<file path="src/sv/record_table_sort_search_macros.svh">
// Assertion macros for the record table block.
`ifndef RECORD_TABLE_SORT_SEARCH_MACROS_SVH
`define RECORD_TABLE_SORT_SEARCH_MACROS_SVH
`ifndef SYNTHESIS
// Same-cycle implication, checked out of reset.
`define RTS_ASSERT_SAME(label, clk, rst_n, ante, cons) \
  label: assert property (@(posedge clk) disable iff (!rst_n) (ante) |-> (cons)) \
    else $error("record table check failed");
// Next-cycle implication, checked out of reset.
`define RTS_ASSERT_NEXT(label, clk, rst_n, ante, cons) \
  label: assert property (@(posedge clk) disable iff (!rst_n) (ante) |=> (cons)) \
    else $error("record table check failed");
`else
`define RTS_ASSERT_SAME(label, clk, rst_n, ante, cons)
`define RTS_ASSERT_NEXT(label, clk, rst_n, ante, cons)
`endif
`endif

</file>
<file path="src/sv/rts_pkg.sv">
// Shared types and codes for the record table block.
package rts_pkg;

  // One stored record
  typedef struct packed {
    logic [31:0] id;
    logic [15:0] score;
    logic [63:0] tag;
  } rec_t;

  typedef enum logic [2:0] {
    CMD_APPEND = 3'd0,
    CMD_LIST   = 3'd1,
    CMD_SORT   = 3'd2,
    CMD_SEARCH = 3'd3,
    CMD_CLEAR  = 3'd4
  } cmd_t;

  typedef enum logic [2:0] {
    ST_OK       = 3'd0,
    ST_FULL     = 3'd1,
    ST_EMPTY    = 3'd2,
    ST_NOTFOUND = 3'd3,
    ST_BADCMD   = 3'd4
  } status_t;

  // Operations of the shared compare unit
  typedef enum logic {
    CMP_GT = 1'b0,
    CMP_EQ = 1'b1
  } cmp_op_t;

endpackage

</file>
<file path="src/sv/record_table_sort_search.sv">
// Record table: append, list, stable bubble sort by score, id search, clear.
// Append, clear, bad command, every command on an empty table and sort on a
// one-entry table: one result in the cycle after start, busy stays low.
// List: each record is read in S_LRD and sent in S_LOUT. Search: each entry visited is
// read in S_SRD and compared in S_SCMP. Sort: passes, repeated until a pass makes no swap.
// Reset clears the entry count and the control state; record contents are undefined.
`include "record_table_sort_search_macros.svh"
module record_table_sort_search
  import rts_pkg::*;
#(
  parameter int DEPTH = 16
) (
  input  logic               clk,
  input  logic               rst_n,
  input  logic               start,
  output logic               busy,
  input  logic [2:0]         in_cmd,
  input  logic signed [31:0] in_record_id,
  input  logic signed [15:0] in_score,
  input  logic [63:0]        in_record_tag,
  output logic               out_strobe,
  output logic [2:0]         out_status,
  output logic signed [31:0] out_id,
  output logic signed [15:0] out_score,
  output logic [63:0]        out_tag,
  output logic               out_last
);

  localparam int AW = (DEPTH > 1) ? $clog2(DEPTH) : 1;
  localparam int CW = $clog2(DEPTH + 1);

  typedef enum logic [3:0] {
    S_IDLE,
    S_LRD,
    S_LOUT,
    S_SRD,
    S_SCMP,
    S_BLD,
    S_BHD,
    S_BRD,
    S_BCMP,
    S_BEND
  } state_t;

  state_t         state_r;
  logic [CW-1:0]  count_r;
  logic [AW-1:0]  idx_r;
  logic [31:0]    key_r;
  rec_t           hold_r;
  logic           swapped_r;
  logic           out_strobe_r;
  status_t        status_r;
  rec_t           res_r;
  logic           last_r;

  logic           accept;
  logic           full;
  logic           at_last;
  logic           mem_we;
  logic [AW-1:0]  mem_waddr;
  rec_t           mem_wdata;
  logic [AW-1:0]  mem_raddr;
  rec_t           rd_data;
  cmp_op_t        cmp_op;
  logic [31:0]    cmp_a;
  logic [31:0]    cmp_b;
  logic           cmp_hit;

  assign busy    = (state_r != S_IDLE);
  assign accept  = start && !busy;
  assign full    = (count_r == CW'(DEPTH));
  assign at_last = ((CW'(idx_r) + CW'(1)) == count_r);

  rts_mem #(.DEPTH(DEPTH)) u_mem (
    .clk   (clk),
    .we    (mem_we),
    .waddr (mem_waddr),
    .wdata (mem_wdata),
    .raddr (mem_raddr),
    .rdata (rd_data)
  );

  rts_cmp u_cmp (
    .op  (cmp_op),
    .a   (cmp_a),
    .b   (cmp_b),
    .hit (cmp_hit)
  );

  // Compare operands: score order while sorting, id match otherwise
  always_comb begin
    if (state_r == S_BCMP) begin
      cmp_op = CMP_GT;
      cmp_a  = {{16{hold_r.score[15]}}, hold_r.score};
      cmp_b  = {{16{rd_data.score[15]}}, rd_data.score};
    end else begin
      cmp_op = CMP_EQ;
      cmp_a  = rd_data.id;
      cmp_b  = key_r;
    end
  end

  // Memory port steering
  always_comb begin
    mem_we    = 1'b0;
    mem_waddr = idx_r - AW'(1);
    mem_wdata = hold_r;
    mem_raddr = idx_r;
    unique case (state_r)
      S_IDLE: begin
        if (accept && in_cmd == CMD_APPEND && !full) begin
          mem_we    = 1'b1;
          mem_waddr = count_r[AW-1:0];
          mem_wdata = '{id: in_record_id, score: in_score, tag: in_record_tag};
        end
      end
      S_BLD:  mem_raddr = '0;
      S_BCMP: begin
        // smaller record settles one slot down; larger one rides on
        mem_we    = 1'b1;
        mem_wdata = cmp_hit ? rd_data : hold_r;
      end
      S_BEND: begin
        mem_we    = 1'b1;
        mem_waddr = AW'(count_r - CW'(1));
      end
      default: ;
    endcase
  end

  // Sequencer and result register
  always_ff @(posedge clk) begin
    if (!rst_n) begin
      state_r      <= S_IDLE;
      count_r      <= '0;
      out_strobe_r <= 1'b0;
    end else begin
      out_strobe_r <= 1'b0;
      unique case (state_r)
        S_IDLE: begin
          if (accept) begin
            res_r  <= '0;
            last_r <= 1'b1;
            idx_r  <= '0;
            key_r  <= in_record_id;
            unique case (cmd_t'(in_cmd))
              CMD_APPEND: begin
                out_strobe_r <= 1'b1;
                if (full) begin
                  status_r <= ST_FULL;
                end else begin
                  status_r <= ST_OK;
                  count_r  <= count_r + CW'(1);
                end
              end
              CMD_LIST, CMD_SEARCH, CMD_SORT: begin
                if (count_r == '0) begin
                  out_strobe_r <= 1'b1;
                  status_r     <= ST_EMPTY;
                end else if (in_cmd == CMD_LIST) begin
                  state_r <= S_LRD;
                end else if (in_cmd == CMD_SEARCH) begin
                  state_r <= S_SRD;
                end else if (count_r == CW'(1)) begin
                  out_strobe_r <= 1'b1;
                  status_r     <= ST_OK;
                end else begin
                  state_r <= S_BLD;
                end
              end
              CMD_CLEAR: begin
                out_strobe_r <= 1'b1;
                status_r     <= ST_OK;
                count_r      <= '0;
              end
              default: begin
                out_strobe_r <= 1'b1;
                status_r     <= ST_BADCMD;
              end
            endcase
          end
        end
        S_LRD: state_r <= S_LOUT;
        S_LOUT: begin
          out_strobe_r <= 1'b1;
          status_r     <= ST_OK;
          res_r        <= rd_data;
          last_r       <= at_last;
          idx_r        <= idx_r + AW'(1);
          state_r      <= at_last ? S_IDLE : S_LRD;
        end
        S_SRD: state_r <= S_SCMP;
        S_SCMP: begin
          if (cmp_hit) begin
            out_strobe_r <= 1'b1;
            status_r     <= ST_OK;
            res_r        <= rd_data;
            state_r      <= S_IDLE;
          end else if (at_last) begin
            out_strobe_r <= 1'b1;
            status_r     <= ST_NOTFOUND;
            state_r      <= S_IDLE;
          end else begin
            idx_r   <= idx_r + AW'(1);
            state_r <= S_SRD;
          end
        end
        // Sort pass: carry the larger record upward through the table
        S_BLD: begin
          idx_r     <= AW'(1);
          swapped_r <= 1'b0;
          state_r   <= S_BHD;
        end
        S_BHD: begin
          hold_r  <= rd_data;
          state_r <= S_BRD;
        end
        S_BRD: state_r <= S_BCMP;
        S_BCMP: begin
          if (cmp_hit) begin
            swapped_r <= 1'b1;
          end else begin
            hold_r <= rd_data;
          end
          if (at_last) begin
            state_r <= S_BEND;
          end else begin
            idx_r   <= idx_r + AW'(1);
            state_r <= S_BRD;
          end
        end
        S_BEND: begin
          if (swapped_r) begin
            state_r <= S_BLD;
          end else begin
            out_strobe_r <= 1'b1;
            status_r     <= ST_OK;
            state_r      <= S_IDLE;
          end
        end
        default: state_r <= S_IDLE;
      endcase
    end
  end

  assign out_strobe = out_strobe_r;
  assign out_status = status_r;
  assign out_id     = res_r.id;
  assign out_score  = res_r.score;
  assign out_tag    = res_r.tag;
  assign out_last   = last_r;

  // Checks
  `RTS_ASSERT_SAME(a_count_bound, clk, rst_n, 1'b1, count_r <= CW'(DEPTH))
  `RTS_ASSERT_NEXT(a_list_continues, clk, rst_n, out_strobe && !out_last, busy)
  `RTS_ASSERT_SAME(a_err_is_last, clk, rst_n, out_strobe && out_status != ST_OK, out_last)
  `RTS_ASSERT_SAME(a_walk_in_range, clk, rst_n,
                   state_r == S_BCMP || state_r == S_SCMP || state_r == S_LOUT,
                   CW'(idx_r) < count_r)
  `RTS_ASSERT_NEXT(a_quick_reply, clk, rst_n,
                   accept && (in_cmd == CMD_APPEND || in_cmd == CMD_CLEAR),
                   out_strobe && out_last && !busy)

endmodule

</file>
<file path="src/sv/rts_mem.sv">
// Record storage: one write port, one registered read port.
module rts_mem
  import rts_pkg::*;
#(
  parameter int DEPTH = 16
) (
  input  logic                     clk,
  input  logic                     we,
  input  logic [$clog2(DEPTH)-1:0] waddr,
  input  rec_t                     wdata,
  input  logic [$clog2(DEPTH)-1:0] raddr,
  output rec_t                     rdata
);

  rec_t mem [DEPTH];
  rec_t rdata_r;

  // Write and registered read
  always_ff @(posedge clk) begin
    if (we) begin
      mem[waddr] <= wdata;
    end
    rdata_r <= mem[raddr];
  end

  assign rdata = rdata_r;

endmodule

</file>
<file path="src/sv/rts_cmp.sv">
// Shared compare unit: signed greater-than or equality on 32-bit operands.
module rts_cmp
  import rts_pkg::*;
(
  input  cmp_op_t            op,
  input  logic signed [31:0] a,
  input  logic signed [31:0] b,
  output logic               hit
);

  always_comb begin
    unique case (op)
      CMP_GT:  hit = (a > b);
      CMP_EQ:  hit = (a == b);
      default: hit = 1'b0;
    endcase
  end

endmodule
</file>
<file path="config.mk">
export PLATFORM = sky130hd
export DESIGN_NAME = record_table_sort_search
export DESIGN_NICKNAME = d
export VERILOG_FILES = /design/src/sv/rts_pkg.sv /design/src/sv/record_table_sort_search.sv /design/src/sv/rts_mem.sv /design/src/sv/rts_cmp.sv
export VERILOG_INCLUDE_DIRS = /design/src /design/src/sv
export SDC_FILE = /design/constraint.sdc
export NUM_CORES = 2
export LEC_CHECK = 0
export BUFFER_PORTS_ARGS = -buffer_cell sky130_fd_sc_hd__buf_4
export CAP_MARGIN = 30
export CORE_MARGIN = 2
export CORE_UTILIZATION = 44
export CTS_BUF_LIST = sky130_fd_sc_hd__clkbuf_8
export DETAILED_ROUTE_END_ITERATION = 8
export GPL_ROUTABILITY_DRIVEN = 0
export MAX_ROUTING_LAYER = met4
export PLACE_DENSITY = 0.57
export SYNTH_ARGS = -nofsm -noshare
export SYNTH_HDL_FRONTEND = slang
export SYNTH_HIERARCHICAL = 1
export SYNTH_SLANG_ARGS = --single-unit
</file>
<file path="constraint.sdc">
create_clock -name clk -period 17.3 [get_ports clk]
set_clock_uncertainty 0.15 [all_clocks]
set_input_delay 4.325 -clock clk [delete_from_list [all_inputs] [get_ports clk]]
set_output_delay 4.325 -clock clk [all_outputs]
set_load 0.005 [all_outputs]
</file>
# Yosys cells after proc, flatten, opt, wreduce, memory -nomap -nowiden
# Memories as Yosys holds them, arrays and structs flattened. A register that Yosys moved wholly into a read port is not among the register bits.
# Cells that the tools add are included.
word_totals:
  register_bits: 275
  latchBits: 0
  ram_bits: 1792
  romBits: 0
  in_bits: 118
  n_memories: 1
memory_table:
  columns: ["memory", "words", "width", "rd", "rd_ports_with_merged_regs", "wr", "line", "text"]
  rows:
  - ["u_mem.mem", 16, 112, 1, 1, 1, "rts_mem.sv:15", "rec_t mem [DEPTH];"]
op_classes:
  n_addsub: 5
  multipliers: 0
  div: 0
  magnitude_cmp: 1
  n_eq_ne: 31
  n_shift: 0
  n_mux: 62
  n_bitwise: 0
  reduce_logical: 27
ops:
  columns: ["operator", "n"]
  rows:
  - ["2-to-1 mux 112 bit", 5]
  - ["one-hot mux 112 bit (2 select lines)", 2]
  - ["one-hot mux 112 bit (3 select lines)", 1]
  - ["2-to-1 mux 32 bit", 2]
  - ["2-to-1 mux 4 bit", 12]
  - ["one-hot mux 4 bit (10 select lines)", 1]
  - ["== test 32 bit", 1]
  - ["> comparator 32 bit", 1]
  - ["2-to-1 mux 3 bit", 9]
  - ["one-hot mux 4 bit (5 select lines)", 1]
  - ["2-to-1 mux 1 bit", 17]
  - ["== test 4 x 3 -> 1 bit (second input constant)", 4]
  - ["inequality test 2 bit (second input constant)", 8]
  - ["inequality test 4 bit (second input constant)", 4]
  - ["AND reduction 4 bit", 4]
  - ["one-hot mux 3 bit (4 select lines)", 1]
  - ["AND reduction 3 bit", 4]
  - ["one-hot mux 5 bit (2 select lines)", 1]
  - ["one-hot mux 3 bit (3 select lines)", 1]
  - ["== test 4 x 2 -> 1 bit (second input constant)", 2]
  - ["== test 4 bit (second input constant)", 2]
  - ["one-hot mux 1 bit (2 select lines)", 4]
  - ["one-hot mux 4 bit (2 select lines)", 1]
  - ["AND reduction 8 bit", 1]
  - ["27 further kinds", 37]

# Depth between registers and ports, before layout
depth:
  ltp_word: 9
  ltp_mapped: 22
  depth_no_buf: 17

# Hierarchy
# Netlist, hierarchy kept.
by_module_without_submodules:
  columns: ["mod", "n_inst", "cells_per_inst", "area_each_um2", "seq_area_each_um2"]
  rows:
  - ["rts_mem", 1, 2864, 69170.1, 56053.8]
  - ["record_table_sort_search", 1, 1107, 12752.2, 8157.8]
  - ["rts_cmp", 1, 119, 844.6, 0.0]

# Least setup slack after synthesis
# Ideal clock, no wire load.
synth_timing:
  path_type: "input to register"
  startpoint: "in in_cmd[1]"
  endpoint: "mem u_mem/mem[0][0] in the netlist's numbering (enable)"
  arrival_ps: 13421
  required_time_ps: 16430
  slack_ps: 3009
  stages: 6
  n_path_buf: 1
  path_cell_list: "nor2_1 -> and4_1 -> buf_2 -> o311ai_0 -> or3b_2 -> nor3_1"
synth_via:
  word_cells_on_any_way: 9
  cone_classes: "mux (6); reduce/logical (3)"
synth_lines:
  columns: ["item", "line", "text"]
  rows:
  - ["start, declared", "record_table_sort_search.sv:17", "input logic [2:0] in_cmd,"]
  - ["logical NOT 3 bit", "record_table_sort_search.sv:111", "if (accept && in_cmd == CMD_APPEND && !full) begin"]
  - ["logical AND 1 bit (2 in a row)", "record_table_sort_search.sv:111", null]
  - ["2-to-1 mux 4 bit", "record_table_sort_search.sv:111", null]
  - ["one-hot mux 4 bit (2 select lines)", "record_table_sort_search.sv:109", "unique case (state_r)"]
  - ["net mem_waddr[2]", "record_table_sort_search.sv:60", "logic [AW-1:0] mem_waddr;"]
  - ["end, declared", "rts_mem.sv:15", null]
# The timed path passes the listed nets, and every way through them passes these cells.

# Worst setup path after layout
layout_timing:
  startpoint: "in in_cmd[1]"
  endpoint: "mem u_mem/mem[3][58] in the netlist's numbering (enable)"
# Same word-level chain as after synthesis.

==> results.toml <==
[clocking]
cts_sinks = 2179
cts_buffer_depth = 4
post-cts-setup-buffers = 0
cts_buffers = 369
cts_tree = "built"
clk_pin_slew_ns = 0.06
htree_levels = 5
hold_buffers = 0
root_buffer = "clkbuf_8"
clk_latency_ns = 1.04
post_cts_resized = 0

[worst_hold_path]
hp-start = "u_mem/rdata[48]"
hp-class = "flop to flop"

[power]
switching_share_pct = 22.00
intPower_mw = 8.385
powerDensity_nw_per_um2 = 113.5
pwr-share-seq_pct = 54.7
p_comb_share_pct = 4.7
p_clk_share_pct = 40.7
ir_worst_vdd_mv = 0.08145
power_leakage_nw = 31.65
power_mw = 10.75
power.switching_mw = 2.364

[final_layout]
synthToLayoutAreaGrowth_pct = 14.38
layout-drive-gt1-share_pct = 26.95
fill_cells = 15254
nets = 4729

[status]
status = "finished clean"

[synthesis]
syn_area_per_cell_um2 = 20.24
yosys_warnings = 6
synth_seq_cells = 2179
synth_cell_type_count = 66
yosys.area.top_type_share_pct = 74.63
synth_most_common_cell = "edfxtp_1"
ys.flop_type = "edfxtp_1"
synth_common_cells = "edfxtp_1, mux4_2, a22oi_1"
yosys.area.top_type = "edfxtp_1"
syn_area_um2 = 82770
synth_edf_count = 2057
ys_top_cells_by_area = "edfxtp_1, mux4_2, a22oi_1, dfxtp_1, nand2_1"
seq_area_frac_synth_pct = 77.58
async_reset_ff_share_pct = 0
syn_nets = 4246
syn_inst = 4090

[setup_path]
crit_fanout = 47
cpMaxStageDelayCell = "nor2_4"
critPathTopFamily = "simple AND/OR/NAND/NOR gates"
worstPathRequired_ns = 17.77
critPathCaptureType = "flop"
rr_startpoint = "state_r[3]"
path_buf_inv = 5
startpoint = "in_cmd[1]"
ff2ff_setup_slack_ns = 8.98
crit_path_frequent_cell = "buf_4"
cp.arrival_ns = 10.12
crit_type = "input pin to flop"
max_stage_delay_ns = 0.85
crit_chain = "buf_4, nor2_1, and4_4, buf_4, a211oi_1, a21oi_1, nand2_1, nor2_4, buf_4, buf_12, buf_4"
crit_path_start_kind = "input pin"

[sta]
slew_headroom_pct = 27.77
hold_viol = 0
tightest_slew_ns = 1.076
timing.fmax_mhz = 103.6
finalCriticalPeriod_ns = 9.651
rsz0062_at_grt = "no"
fin_crit_sh_pct = 55.79
setup-tns-final_ns = 0
holdWs_ns = 0.2771
slew_violations = 0
setup_violations = 0

[floorplanning]
pin_count = 236
coreArea_um2 = 187400
die_area_um2 = 191600
initial_utilization_pct = 44.17
die_y_um = 437.7
rows = 159
die_width_um = 437.7

[grt]
grt_pass1_vias = 43288
grt_pass1_wl_um = 299900
grt_antenna_before_repair = 1
grt_util_all_layers_pct = 22.29
grt_max_degree = 137
grt.overflow.total = 0

[routing]
post-route-drc-count = 0
viasPerCell = 5.654
ant_nets = 0
drt_iter0_drc = 3867
drt-wirelength-per-cell_um = 28.20
totalWireLength_um = 207400
via_count = 41587
first_pass_iters = 5

[job]
cap_violations = 0

[placed_design]
dp_hpwl_um = 103600
portBuffers = 235
==> state kept, by name, summed over array words and instances (netlist names) <==
signal / cells
u_mem/mem: 1792
hold_r: 112
u_mem/rdata: 112
out_tag: 64
key_r: 32
out_id: 32
out_score: 16
count_r: 5
idx_r: 4
state_r: 4
out_status: 3
out_last: 1
out_strobe: 1
swapped_r: 1
==> final cells by class <==
class	instances	area, um2	share of cell area [%]
clock inverters	244	1324	1.398
flip-flops and latches	2179	64210	67.83
well taps	2495	3122	3.298
multi-input cells	1530	17010	17.97
clock buffers	412	5670	5.990
inverters	155	581.8	0.6146
diodes	2	5.005	0.005287
repair buffers	338	2741	2.896
==> final timing paths <==
path	to	cells after the start
max	u_mem/mem[3][58]	11
min reg2reg	hold_r[48]	0
max reg2reg	u_mem/mem[1][44]	19
min	hold_r[48]	0
==> cells by family (layout without fill, tap and decap cells) <==
logic type | count (synthesis) | in the layout | synth area share (%)
adders and majority gates | 38 | 38 | 0.5745
buffers and inverters | 381 | 1149 | 2.089
muxes | 449 | 449 | 12.20
xor gates and xnor gates | 10 | 10 | 0.1224
DFF | 2179 | 2179 | 77.58
AOI/OAI and AO/OA | 545 | 545 | 4.549
and+or+nand+nor | 488 | 488 | 2.881
other | 0 | 2 | 0
==> cell usage in the layout, fill, tap and decap left out, types with 3 or more instances in the layout <==
cell type   netlist  final
nand2b_1          4      4
inv_1           154    284
or3_1             4      4
nand3b_1          3      3
xor2_1            4      4
and2_1          114    112
nor3_1           11      7
clkinv_1          0     63
o21ai_2          20     20
a31oi_1           3      3
nor2b_1          16     13
nor2_1           33     17
o21ai_1          93     93
a21boi_0          3      3
a21oi_1          25     25
o21bai_1          3      3
buf_4            39    321
buf_12            0     16
nor2b_4           1      4
bufinv_16         0     13
a211oi_1          5      5
nand3_1          10     10
nor3_2            0      4
clkbuf_8          0    412
clkinv_2          0     31
nand4_1           9      9
xnor2_1           5      5
mux4_2          448    448
or4_1             3      3
clkinvlp_4        0      6
dfxtp_1         122    122
edfxtp_1       2057   2057
nor2_4            0     16
a22oi_1         336    336
o21ai_0          31     31
ha_1             38     38
nand2_1         255    255
o21a_1            3      3
==> stage by stage <==
stage               std cells  util (%)  setup slack (ns)  instance area, um2
finish                   7355     50.51             7.649               94670
global route             7355     50.51             7.445               94670
CTS                      7343     50.47             7.780               94590
detailed placement       6687     46.74             6.681               87590
global placement         6672     46.67             6.483               87460
floorplan                4090         -             3.009               82770
==> power by group through the flow <==
stage / logic, mW / registers (mW) / clock network (mW)
floorplan: 0.331 / 5.95 / 0
global placement: 0.507 / 5.98 / 0
detailed placement: 0.510 / 5.98 / 0
CTS: 0.512 / 5.88 / 4.49
global route: 0.544 / 5.88 / 4.71
finish: 0.503 / 5.87 / 4.37
==> layer usage <==
metal  GRT usage [%]  wire length, um  share of wire, %  up-vias
li1                -                -                 -    17672
met1           28.67            85480                41    22215
met2           36.92           105900                51     1401
met3           3.528            11240               5.4      299
met4           6.307             4814               2.3        0
met5               -                0                 0        -
Power figures use the tool's default switching activity.
